File: config.mk
export PLATFORM = sky130hd
export DESIGN_NAME = websocket_frame_deframer
export DESIGN_NICKNAME = d
export VERILOG_FILES = /design/src/hdl/wsd_pkg.sv /design/src/hdl/wsd_front.sv /design/src/hdl/wsd_fifo.sv /design/src/hdl/wsd_back.sv /design/src/hdl/websocket_frame_deframer.sv
export SDC_FILE = /design/constraint.sdc
export NUM_CORES = 1
export LEC_CHECK = 0
export ABC_AREA = 1
export BUFFER_PORTS_ARGS = -buffer_cell sky130_fd_sc_hd__buf_4
export CAP_MARGIN = 20
export CORE_MARGIN = 4
export CORE_UTILIZATION = 40
export DETAILED_ROUTE_END_ITERATION = 16
export GPL_TIMING_DRIVEN = 0
export MAX_ROUTING_LAYER = met4
export SLEW_MARGIN = 20
export SYNTH_ARGS = -nofsm -noshare
export SYNTH_HDL_FRONTEND = slang
export SYNTH_SLANG_ARGS = --single-unit
File: constraint.sdc
create_clock -name clock -period 20.8 [get_ports clock]
set_input_delay 3.12 -clock clock [delete_from_list [all_inputs] [get_ports clock]]
set_output_delay 3.12 -clock clock [all_outputs]
set_load 0.05 [all_outputs]
File: src/hdl/wsd_pkg.sv
// Shared types, codes and helpers for the websocket frame deframer.
// Used by the front parser, the word queue, the result stage and the top level.
package wsd_pkg;

   localparam int QUEUE_DEPTH_DEFAULT = 4;

   localparam logic [1:0] KIND_PAYLOAD = 2'd0;
   localparam logic [1:0] KIND_DONE    = 2'd1;
   localparam logic [1:0] KIND_ERROR   = 2'd2;

   localparam logic [2:0] ERR_NONE      = 3'd0;
   localparam logic [2:0] ERR_HEADER    = 3'd1;
   localparam logic [2:0] ERR_EXT_LEN   = 3'd2;
   localparam logic [2:0] ERR_KEY       = 3'd3;
   localparam logic [2:0] ERR_PAYLOAD   = 3'd4;

   // One queue entry: everything one input word produces.
   typedef struct packed {
      logic        has_pay;
      logic [7:0]  pay_byte;
      logic        has_done;
      logic [7:0]  hdr_byte;
      logic        masked;
      logic [63:0] length;
      logic        has_err;
      logic [2:0]  err;
   } entry_type;

   typedef struct packed {
      logic [1:0]  kind;
      logic [7:0]  payload_byte;
      logic        fin;
      logic [2:0]  rsv_bits;
      logic [3:0]  opcode;
      logic        masked;
      logic [63:0] payload_length;
      logic [2:0]  error_code;
      logic        end_of_run;
   } result_type;

   function automatic logic has_two(input entry_type e);
      return e.has_pay && (e.has_done || e.has_err);
   endfunction

   // Build the first or the second result of an entry.
   function automatic result_type make_result(input entry_type e, input logic second);
      result_type r;
      logic       show_pay;
      logic       show_done;
      r         = '0;
      show_pay  = e.has_pay && !second;
      show_done = !show_pay && e.has_done;
      if (show_pay) begin
         r.kind         = KIND_PAYLOAD;
         r.payload_byte = e.pay_byte;
         r.end_of_run   = !(e.has_done || e.has_err);
      end else if (show_done) begin
         r.kind           = KIND_DONE;
         r.fin            = e.hdr_byte[7];
         r.rsv_bits       = e.hdr_byte[6:4];
         r.opcode         = e.hdr_byte[3:0];
         r.masked         = e.masked;
         r.payload_length = e.length;
         r.end_of_run     = 1'b1;
      end else begin
         r.kind       = KIND_ERROR;
         r.error_code = e.err;
         r.end_of_run = 1'b1;
      end
      return r;
   endfunction

endpackage

File: src/hdl/wsd_front.sv
// Front parser: accepts raw frame words, tracks header, length, key and payload
// progress, and pushes one queue entry per word that yields results. Uses wsd_pkg.
module wsd_front
   import wsd_pkg::*;
(
   input  logic        clock,
   input  logic        reset,
   input  logic        accept,
   input  logic [7:0]  data_byte,
   input  logic        last_byte,
   output logic        push,
   output entry_type   push_entry
);

   localparam logic [2:0] PH_HDR0 = 3'd0;
   localparam logic [2:0] PH_HDR1 = 3'd1;
   localparam logic [2:0] PH_EXT  = 3'd2;
   localparam logic [2:0] PH_KEY  = 3'd3;
   localparam logic [2:0] PH_PAY  = 3'd4;
   localparam logic [2:0] PH_SKIP = 3'd5;

   localparam logic [6:0] LEN_EXT16 = 7'd126;
   localparam logic [6:0] LEN_EXT64 = 7'd127;

   logic [2:0]  phase_ff, phase_in;
   logic [7:0]  hdr_ff, hdr_in;
   logic        mask_ff, mask_in;
   logic [63:0] len_ff, len_in;
   logic [2:0]  cnt_ff, cnt_in;
   logic [31:0] key_ff, key_in;
   logic [1:0]  kidx_ff, kidx_in;
   logic [63:0] remain_ff, remain_in;

   logic        after_len;
   logic        start_pl;
   logic        done;
   logic        has_pay;
   logic [7:0]  pay_byte;
   logic [7:0]  key_byte;
   logic        has_err;
   logic [2:0]  err;

   always_comb begin
      phase_in  = phase_ff;
      hdr_in    = hdr_ff;
      mask_in   = mask_ff;
      len_in    = len_ff;
      cnt_in    = cnt_ff;
      key_in    = key_ff;
      kidx_in   = kidx_ff;
      remain_in = remain_ff;
      after_len = 1'b0;
      start_pl  = 1'b0;
      done      = 1'b0;
      has_pay   = 1'b0;
      pay_byte  = '0;
      has_err   = 1'b0;
      err       = ERR_NONE;

      case (kidx_ff)
         2'd0:    key_byte = key_ff[31:24];
         2'd1:    key_byte = key_ff[23:16];
         2'd2:    key_byte = key_ff[15:8];
         default: key_byte = key_ff[7:0];
      endcase

      unique case (phase_ff)
         PH_HDR0: begin
            hdr_in   = data_byte;
            phase_in = PH_HDR1;
         end
         PH_HDR1: begin
            mask_in = data_byte[7];
            if (data_byte[6:0] == LEN_EXT16 || data_byte[6:0] == LEN_EXT64) begin
               cnt_in   = (data_byte[6:0] == LEN_EXT16) ? 3'd6 : 3'd0;
               len_in   = '0;
               phase_in = PH_EXT;
            end else begin
               len_in    = {57'd0, data_byte[6:0]};
               after_len = 1'b1;
            end
         end
         PH_EXT: begin
            len_in = {len_ff[55:0], data_byte};
            if (cnt_ff == 3'd7) begin
               after_len = 1'b1;
            end else begin
               cnt_in = cnt_ff + 3'd1;
            end
         end
         PH_KEY: begin
            key_in = {key_ff[23:0], data_byte};
            if (cnt_ff >= 3'd3) begin
               start_pl = 1'b1;
            end else begin
               cnt_in = cnt_ff + 3'd1;
            end
         end
         PH_PAY: begin
            has_pay   = 1'b1;
            pay_byte  = data_byte ^ (mask_ff ? key_byte : 8'd0);
            kidx_in   = kidx_ff + 2'd1;
            remain_in = remain_ff - 64'd1;
            if (remain_ff == 64'd1) begin
               phase_in = PH_SKIP;
               done     = 1'b1;
            end
         end
         default: begin
            // ignore trailing words
         end
      endcase

      if (after_len) begin
         if (mask_in) begin
            phase_in = PH_KEY;
            cnt_in   = 3'd0;
         end else begin
            start_pl = 1'b1;
         end
      end

      if (start_pl) begin
         remain_in = len_in;
         kidx_in   = 2'd0;
         if (len_in == 64'd0) begin
            phase_in = PH_SKIP;
            done     = 1'b1;
         end else begin
            phase_in = PH_PAY;
         end
      end

      if (last_byte) begin
         if (!done) begin
            unique case (phase_in)
               PH_HDR1: begin
                  has_err = 1'b1;
                  err     = ERR_HEADER;
               end
               PH_EXT: begin
                  has_err = 1'b1;
                  err     = ERR_EXT_LEN;
               end
               PH_KEY: begin
                  has_err = 1'b1;
                  err     = ERR_KEY;
               end
               PH_PAY: begin
                  has_err = 1'b1;
                  err     = ERR_PAYLOAD;
               end
               default: begin
                  has_err = 1'b0;
               end
            endcase
         end
         phase_in = PH_HDR0;
      end
   end

   always_ff @(posedge clock) begin
      if (reset) begin
         phase_ff  <= PH_HDR0;
         hdr_ff    <= '0;
         mask_ff   <= 1'b0;
         len_ff    <= '0;
         cnt_ff    <= '0;
         key_ff    <= '0;
         kidx_ff   <= '0;
         remain_ff <= '0;
      end else if (accept) begin
         phase_ff  <= phase_in;
         hdr_ff    <= hdr_in;
         mask_ff   <= mask_in;
         len_ff    <= len_in;
         cnt_ff    <= cnt_in;
         key_ff    <= key_in;
         kidx_ff   <= kidx_in;
         remain_ff <= remain_in;
      end
   end

   assign push = accept && (has_pay || done || has_err);

   always_comb begin
      push_entry          = '0;
      push_entry.has_pay  = has_pay;
      push_entry.pay_byte = pay_byte;
      push_entry.has_done = done;
      push_entry.hdr_byte = hdr_in;
      push_entry.masked   = mask_in;
      push_entry.length   = len_in;
      push_entry.has_err  = has_err;
      push_entry.err      = err;
   end

endmodule

File: src/hdl/wsd_fifo.sv
// Short entry queue between the front parser and the result stage.
// Uses wsd_pkg for the entry type.
module wsd_fifo
   import wsd_pkg::*;
#(
   parameter int DEPTH = QUEUE_DEPTH_DEFAULT
) (
   input  logic      clock,
   input  logic      reset,
   input  logic      push,
   input  entry_type push_entry,
   input  logic      pop,
   output logic      full,
   output logic      head_valid,
   output entry_type head_entry
);

   localparam int PW = (DEPTH > 1) ? $clog2(DEPTH) : 1;
   localparam int CW = $clog2(DEPTH + 1);
   localparam logic [PW-1:0] LAST_PTR = PW'(DEPTH - 1);
   localparam logic [CW-1:0] FULL_CNT = CW'(DEPTH);

   entry_type     slot_ff [DEPTH];
   logic [PW-1:0] wr_ff, wr_in;
   logic [PW-1:0] rd_ff, rd_in;
   logic [CW-1:0] cnt_ff, cnt_in;
   logic          do_push;
   logic          do_pop;

   assign full       = (cnt_ff == FULL_CNT);
   assign head_valid = (cnt_ff != '0);
   assign head_entry = slot_ff[rd_ff];
   assign do_push    = push && !full;
   assign do_pop     = pop && head_valid;

   always_comb begin
      wr_in  = wr_ff;
      rd_in  = rd_ff;
      cnt_in = cnt_ff;
      if (do_push) begin
         wr_in = (wr_ff == LAST_PTR) ? '0 : wr_ff + PW'(1);
      end
      if (do_pop) begin
         rd_in = (rd_ff == LAST_PTR) ? '0 : rd_ff + PW'(1);
      end
      if (do_push && !do_pop) begin
         cnt_in = cnt_ff + CW'(1);
      end else if (do_pop && !do_push) begin
         cnt_in = cnt_ff - CW'(1);
      end
   end

   always_ff @(posedge clock) begin
      if (reset) begin
         wr_ff  <= '0;
         rd_ff  <= '0;
         cnt_ff <= '0;
      end else begin
         wr_ff  <= wr_in;
         rd_ff  <= rd_in;
         cnt_ff <= cnt_in;
      end
   end

   always_ff @(posedge clock) begin
      if (do_push) begin
         slot_ff[wr_ff] <= push_entry;
      end
   end

endmodule

File: src/hdl/wsd_back.sv
// Result stage: drains queue entries and presents one result word per unstalled cycle
// in an output register, holding an entry that carries a second result. Uses wsd_pkg.
module wsd_back
   import wsd_pkg::*;
(
   input  logic       clock,
   input  logic       reset,
   input  logic       head_valid,
   input  entry_type  head_entry,
   output logic       pop,
   input  logic       out_stall,
   output logic       out_valid,
   output result_type out_result
);

   logic       valid_ff, valid_in;
   result_type res_ff, res_in;
   logic       hold_valid_ff, hold_valid_in;
   entry_type  hold_ff, hold_in;
   logic       load;

   assign load = !valid_ff || !out_stall;

   always_comb begin
      valid_in      = valid_ff;
      res_in        = res_ff;
      hold_valid_in = hold_valid_ff;
      hold_in       = hold_ff;
      pop           = 1'b0;
      if (load) begin
         if (hold_valid_ff) begin
            res_in        = make_result(hold_ff, 1'b1);
            valid_in      = 1'b1;
            hold_valid_in = 1'b0;
         end else if (head_valid) begin
            pop      = 1'b1;
            res_in   = make_result(head_entry, 1'b0);
            valid_in = 1'b1;
            // keep the entry for its trailing result
            if (has_two(head_entry)) begin
               hold_in       = head_entry;
               hold_valid_in = 1'b1;
            end
         end else begin
            valid_in = 1'b0;
         end
      end
   end

   always_ff @(posedge clock) begin
      if (reset) begin
         valid_ff      <= 1'b0;
         hold_valid_ff <= 1'b0;
      end else begin
         valid_ff      <= valid_in;
         hold_valid_ff <= hold_valid_in;
      end
   end

   always_ff @(posedge clock) begin
      res_ff  <= res_in;
      hold_ff <= hold_in;
   end

   assign out_valid  = valid_ff;
   assign out_result = res_ff;

endmodule

File: src/hdl/websocket_frame_deframer.sv
// Streaming websocket frame deframer.
// The req channel carries one frame byte per word, with req_last_byte on the
// final byte of a buffer. The rsp channel returns payload bytes with the mask
// removed, a frame-complete word with the header fields, or an error word that
// names the part of the frame cut short; rsp_end_of_run marks the last word
// caused by one request word. Both channels accept a word at a clock edge with
// valid high and stall low.
// A request word's first result passes through a queue slot and then the output
// register before it shows on rsp.
// One request word per cycle is taken while each yields at most one result and
// rsp_stall stays low; a word with two results (payload plus complete or error)
// occupies the rsp register for both in turn. The entry queue (QUEUE_DEPTH
// entries) absorbs those bursts; req_stall rises only when the queue is full.
// Non-payload bytes yield no payload word, at most a complete or error word.
// A rsp_stall freezes the output register; the queue fills and then stalls req.
// Reset (synchronous) empties the queue and output and returns the parser to
// the first header byte of a new buffer.
module websocket_frame_deframer
   import wsd_pkg::*;
#(
   parameter int QUEUE_DEPTH = QUEUE_DEPTH_DEFAULT
) (
   input  logic        clock,
   input  logic        reset,
   input  logic        req_valid,
   output logic        req_stall,
   input  logic [7:0]  req_data_byte,
   input  logic        req_last_byte,
   output logic        rsp_valid,
   input  logic        rsp_stall,
   output logic [1:0]  rsp_kind,
   output logic [7:0]  rsp_payload_byte,
   output logic        rsp_fin,
   output logic [2:0]  rsp_rsv_bits,
   output logic [3:0]  rsp_opcode,
   output logic        rsp_masked,
   output logic [63:0] rsp_payload_length,
   output logic [2:0]  rsp_error_code,
   output logic        rsp_end_of_run
);

   logic       accept;
   logic       push;
   entry_type  push_entry;
   logic       q_full;
   logic       head_valid;
   entry_type  head_entry;
   logic       pop;
   result_type result;

   assign req_stall = q_full;
   assign accept    = req_valid && !q_full;

   wsd_front u_front (
      .clock      (clock),
      .reset      (reset),
      .accept     (accept),
      .data_byte  (req_data_byte),
      .last_byte  (req_last_byte),
      .push       (push),
      .push_entry (push_entry)
   );

   wsd_fifo #(
      .DEPTH (QUEUE_DEPTH)
   ) u_fifo (
      .clock      (clock),
      .reset      (reset),
      .push       (push),
      .push_entry (push_entry),
      .pop        (pop),
      .full       (q_full),
      .head_valid (head_valid),
      .head_entry (head_entry)
   );

   wsd_back u_back (
      .clock      (clock),
      .reset      (reset),
      .head_valid (head_valid),
      .head_entry (head_entry),
      .pop        (pop),
      .out_stall  (rsp_stall),
      .out_valid  (rsp_valid),
      .out_result (result)
   );

   assign rsp_kind           = result.kind;
   assign rsp_payload_byte   = result.payload_byte;
   assign rsp_fin            = result.fin;
   assign rsp_rsv_bits       = result.rsv_bits;
   assign rsp_opcode         = result.opcode;
   assign rsp_masked         = result.masked;
   assign rsp_payload_length = result.payload_length;
   assign rsp_error_code     = result.error_code;
   assign rsp_end_of_run     = result.end_of_run;

endmodule
==> metrics.txt, run 1 <==
post-CTS setup buffers=0; Area growth, synth to finish=16.5%; min cycle time layout=6700 ps; GRT Total Usage=23.2%; Die W=280 microns; post-route DRC violation count=0; library cells used by synthesis=46; most frequent cells in the layout=edfxtp_1 (512), nor2_1 (416), nand2_1 (381); Top delay family on crit path=simple AND/OR/NAND/NOR gates; Final Max Slew Viols=0; Clock Latency Late Sink=620 ps; Setup violations, final=0; final RePlAce weighted congestion=0.936; max-cap violations=0; htree depth=3; clk_skew=20.2 ps; drt initial violations=2036; Worst-path clk slew=60 ps; Post-Syn Area per Cell=10.3 sq um; final setup TNS=0 ps; Worst IR Drop VDD=0.0703 mV; global-route met2 utilization=36.7%; largest net degree at the start of global routing=63; height of the die=280 microns; share of layout cells above drive strength 1=9.40%; register area share after synthesis=64.7%; Worst Max-Slew Pin Slew=1240 ps; CP Buf/Inv Count=4; cts bufs inserted=75; crit path cell chain=buf_4, nand2_1, nor2_1, nand2_1, nand2_1, nand2_1, nand2_1, nand2_1, nor2_1, nand2_1, nor2_1, nand3_2, nand2_1, nor2_1, nand3_2, nand2_2, nor2_4, buf_12, buf_12, buf_16; most common cell after layout, fill and taps aside=edfxtp_1; EDFF count, synth=512; Hold-fix buffers, CTS=0; RSZ-0062 raised after global routing=false; Max-slew headroom=16.7%; I/O pin total=102; Crit. End Element=flop; gr busiest metal=met2; drt first pass iters=8; GR Util met1=31.1%; Nets=3105; Routed WL=89.5 mm; Ys Warns=0; fin crit share=32.2%; syn_nets=2902; Async SR Flop Fraction=0%; Syn Inst Count=2875; Die Area=0.0784 sq mm; top_reg_cell synth=edfxtp_1; Critical-path top delay cell=nor2_4; Starting Density=40.4%; clock sink count=700; fin area=0.0345 sq mm; worst hold path type=reg2reg; CP required=21110 ps; first-pass GRT wire length=135 mm; Max Freq=149 MHz; Hold WS=462 ps; crit path max fanout=20; max incr delay on CP=600 ps; Final Hold Vio Count=0; Cell Pwr Density=144 mW/mm^2; vias in the first global route=22.1k; Vias/cell=5.53; met3 GRT Util=3.23%; grt total ovfl=0; CTS Root Cell=clkbuf_16; Crit path top cell by count=nand2_1; routed vias=22.7k; mapped cell area=0.0296 sq mm; # fillers=6669; Cell Rows=99; dpl ws=13460 ps; static leakage=13.0 nW; dpl hpwl=63.9 mm; antenna-violating nets left=0; core area=0.0732 sq mm; post-cts sizing count=0; IO buf count=100; CTS tree=yes; #FFs+latches synth=700; Final Worst Setup Slack=14100 ps; CP arrival=7010 ps; Placed Area=0.0321 sq mm; result of the run=finished, final reports clean; WL/cell=21.8 microns; initial antenna violation count=2; Critical Path Source Type=input pin; Longest Clk Path Bufs=3; kind of critical path=in2reg
[worst reg2reg max path, cell delays in order, from the launching register on]
cell and delay [ps]:
dfxtp_1 300, buf_4 160, nor2_2 110, nand2_2 160, o21ai_1 660, nand2_1 200, nand2_1 400, nor2_1 150
nand2_1 210, nor2_1 90, nand3_2 130, nand4_1 190, nand3_2 180, nand2_2 170, nor2_4 600, buf_12 270
buf_12 210, buf_16 200
[layout make-up]
| type | instances | area (sq um) | area share, % |
|---|---|---|---|
| Antenna cell | 1 | 2.50 | 0.00726 |
| Buffer | 180 | 736 | 2.13 |
| Clock buffer | 97 | 2010 | 5.83 |
| Clock inverter | 41 | 399 | 1.16 |
| Inverter | 223 | 840 | 2.43 |
| Multi-Input combinational cell | 1772 | 8930 | 25.9 |
| Sequential cell | 700 | 19100 | 55.5 |
| Tap cell | 959 | 1200 | 3.48 |
| Timing Repair Buffer | 126 | 1230 | 3.57 |
[path summary, 6_finish.rpt]
kind,startpoint,end,slack [ps],cells past startpoint
worst max-delay path,req_data_byte[2],u_fifo.slot_ff[1][45]$_DFFE_PP_,14100,20
worst min-delay path,u_front.hdr_ff[0]$_SDFFE_PP0P_,u_front.hdr_ff[0]$_SDFFE_PP0P_,460,2
worst max register to register,u_front.phase_ff[2]$_SDFFE_PP0P_,u_fifo.slot_ff[1][45]$_DFFE_PP_,16100,17
worst min register to register,u_front.hdr_ff[0]$_SDFFE_PP0P_,u_front.hdr_ff[0]$_SDFFE_PP0P_,460,2
[synth_stat cells (25+ instances only)]
| library cell | n | area [sq um] |
|---|---|---|
| edfxtp_1 | 512 | 15400 |
| nor2_1 | 420 | 1580 |
| nand2_1 | 381 | 1430 |
| o21ai_0 | 320 | 1600 |
| inv_1 | 213 | 800 |
| dfxtp_1 | 188 | 3760 |
| a21oi_1 | 176 | 881 |
| clkbuf_1 | 130 | 488 |
| nand3_1 | 98 | 490 |
| o22ai_1 | 78 | 488 |
| a32o_1 | 74 | 741 |
| xor2_1 | 33 | 289 |
| o211ai_1 | 31 | 233 |
| nor3_1 | 26 | 130 |
| buf_1 | 25 | 93.8 |
[through the flow]
stage / std cells / total power, mW / utilization [%]
6_report: 4099 / 4.97 / 47.1
2_1_floorplan: 2875 / 3.08 / -
3_3_place_gp: 3934 / 3.64 / 43.1
5_1_grt: 4099 / 5.22 / 47.1
3_5_place_dp: 3960 / 3.67 / 43.8
4_1_cts: 4098 / 4.99 / 47.1
[power breakdown]
part,internal [mW],switching (mW),leakage (nW)
sequential,1.84,0.0841,6.33
clock,0.763,0.555,1.18
combinational,0.462,1.26,5.51
[logic make-up (layout without fill, tap and decap cells)]
logic type | Yosys count | count (layout) | share of synthesized area, %
compound gates | 753 | 753 | 15.0
xor+xnor | 44 | 44 | 1.30
fa+ha+maj | 14 | 14 | 0.617
buf+inv | 403 | 667 | 5.31
flops | 700 | 700 | 64.7
other cells | 0 | 1 | 0
simple gates | 961 | 961 | 13.1
[sequential cells by signal (all words and copies together), names as in the netlist, 2 cells and up, named ones only]
register,cells
u_back.hold_ff,77
u_back.out_result,87
u_fifo.cnt_ff,3
u_fifo.rd_ff,2
u_fifo.slot_ff,348
u_fifo.wr_ff,2
u_front.cnt_ff,3
u_front.hdr_ff,8
u_front.key_ff,32
u_front.kidx_ff,2
u_front.len_ff,64
u_front.phase_ff,3
u_front.remain_ff,64
[metal layers]
layer	vias up	wire length, microns
met5	-	0
met4	0	2600
met3	165	6190
met2	862	41900
met1	11101	38800
li1	10550	-
(Power assumes the default switching activity.)
==> run 2: changes to the inputs <==
Clock period 20.8 ns to 5.5 ns, I/O delays scaled along.
==> run 2 against run 1 <==
Compared with the run above:
- non-clock buffer count shrank 2
- clock power rose to 3.8 times the previous value
- sequential power grew to 3.8 times the previous value
- sequential share of layout area is 0.22 points lower
- routed wire length shrank 0.72%
- largest power group unchanged
- power increased to 3.8 times the previous value
- die area did not move
- clock-buffer cell count grew 7
- combinational power rose to 3.8 times the previous value
- largest cell class unchanged
- critical endpoint is now u_fifo.slot_ff[2][44]$_DFFE_PP_
- final area increased by 0.40%
==> metrics.txt, run 2 (synthesis gave the netlist of run 1 again) <==
post-cts sizing count=0 (unchanged); htree depth=3 (unchanged); Setup violations, final=0 (unchanged); Starting Density=40.4% (unchanged); Critical Path Source Type=flop; Worst-path clk slew=60 ps (about the same); Max Freq=212 MHz; post-route DRC violation count=0 (unchanged); first-pass GRT wire length=134 mm (-0.87%); cts bufs inserted=76 (+1.3%); Vias/cell=5.52 (-0.19%); most frequent cells in the layout=edfxtp_1 (512), nor2_1 (416), nand2_1 (381); RSZ-0062 raised after global routing=false; GR Util met1=30.4% (-0.70 points); Longest Clk Path Bufs=3 (unchanged); Worst Max-Slew Pin Slew=1120 ps (-118 ps); Cell Pwr Density=546 mW/mm^2 (+280%); I/O pin total=102 (unchanged); static leakage=13.1 nW (+0.30%); largest net degree at the start of global routing=62 (-1.6%); Final Hold Vio Count=0 (unchanged); Final Util=47.3% (+0.19 points); initial antenna violation count=4 (+2); drt initial violations=2198 (+8.0%); vias in the first global route=21.9k (-0.92%); grt total ovfl=0 (unchanged); Area growth, synth to finish=17.0%; dpl ws=499 ps (-12960 ps); Clock Latency Late Sink=620 ps (about the same); fin crit share=85.7%; kind of critical path=reg2reg; Total Power=18.9 mW (+280%); clk_skew=15.0 ps (-5.15 ps); Cell Rows=99 (unchanged); Die W=280 microns (unchanged); Worst IR Drop VDD=0.269 mV (+280%); height of the die=280 microns (unchanged); Final Worst Setup Slack=784 ps (-13310 ps); crit path max fanout=19 (-5.0%); drt first pass iters=5 (-3); WL/cell=21.7 microns (-0.72%); min cycle time layout=4720 ps; gr busiest metal=met2; GRT Total Usage=22.9% (-0.24 points); Non-Filler Instances=4099 (unchanged); final setup TNS=0 ps (unchanged); Die Area=0.0784 sq mm (unchanged); dpl hpwl=63.7 mm (-0.45%); CP arrival=5030 ps (-1980 ps); Crit. End Element=flop; most common cell after layout, fill and taps aside=edfxtp_1; core area=0.0732 sq mm (unchanged); dpl cells=3958 (-0.051%); clock sink count=700 (unchanged); met3 GRT Util=3.89% (+0.66 points); Top reg by flops=u_fifo.slot_ff; max reg flops=348 (unchanged); post-CTS setup buffers=0 (unchanged); # fillers=6639 (-0.45%); global-route met2 utilization=36.3% (-0.40 points); CTS Root Cell=clkbuf_16; antenna-violating nets left=0 (unchanged); IO buf count=100 (unchanged); CTS tree=yes; max-cap violations=0 (unchanged); Max-slew headroom=24.6% (+7.9 points); share of layout cells above drive strength 1=9.18% (-0.22 points); final RePlAce weighted congestion=0.952 (+1.7%); routed vias=22.6k (-0.19%); Routed WL=88.9 mm (-0.72%); Hold-fix buffers, CTS=0 (unchanged); result of the run=finished, final reports clean; Final Max Slew Viols=0 (unchanged); CP required=5820 ps (-15290 ps); Nets=3104 (-0.032%); worst hold path type=reg2reg
-- run 2: final cells by class --
class / count / area [sq um] / area share [%]
flip-flops and latches: 700 / 19100 / 55.3
multi-input cells: 1772 / 8940 / 25.8
clock buffers: 104 / 2120 / 6.13
repair buffers: 124 / 1300 / 3.74
well taps: 959 / 1200 / 3.47
inverters: 223 / 840 / 2.42
plain buffers: 180 / 736 / 2.12
clock inverters: 35 / 349 / 1.01
diodes: 2 / 5.00 / 0.0145
-- run 2: layer usage --
| metal | wire [microns] | vias to the layer above |
|---|---|---|
| met5 | 0 | - |
| met4 | 2750 | 0 |
| met3 | 7130 | 170 |
| met2 | 41500 | 885 |
| met1 | 37500 | 11035 |
| li1 | - | 10545 |
-- run 2: power by group --
part	total (mW)	switching (mW)	internal (mW)	leakage, nW
registers	7.27	0.312	6.96	6.33
logic	6.53	4.77	1.76	5.52
clock network	5.08	2.09	2.99	1.20
-- run 2: per-stage QoR --
step / cell area (sq um) / hold slack [ps]
6_report: 34600 / 460
5_1_grt: 34600 / 485
4_1_cts: 34600 / 459
3_5_place_dp: 32100 / 447
3_3_place_gp: 31600 / 442
2_1_floorplan: 29600 / 431
-- run 2: worst paths after layout --
path	start	end	slack (ps)	depth (start not counted)
hold / removal	u_front.hdr_ff[5]$_SDFFE_PP0P_	u_front.hdr_ff[5]$_SDFFE_PP0P_	460	2
setup reg to reg	u_front.phase_ff[0]$_SDFFE_PP0P_	u_fifo.slot_ff[2][44]$_DFFE_PP_	780	20
hold reg to reg	u_front.hdr_ff[5]$_SDFFE_PP0P_	u_front.hdr_ff[5]$_SDFFE_PP0P_	460	2
setup / recovery	u_front.phase_ff[0]$_SDFFE_PP0P_	u_fifo.slot_ff[2][44]$_DFFE_PP_	780	20
-- run 2: worst max-delay path, stage by stage, from the launching register on --
cell	delay, ps
dfxtp_1	300
buf_4	150
inv_2	80
nand3_4	150
clkbuf_1	330
nand3_1	150
nand2_1	370
nor2_1	200
nand2_1	70
nor2_1	190
nand2_1	80
nor2_1	290
nand3_2	190
nand2_1	210
nor2_1	90
nand3_2	160
nand2_2	170
nor2_4	570
buf_12	260
buf_16	180
buf_16	170
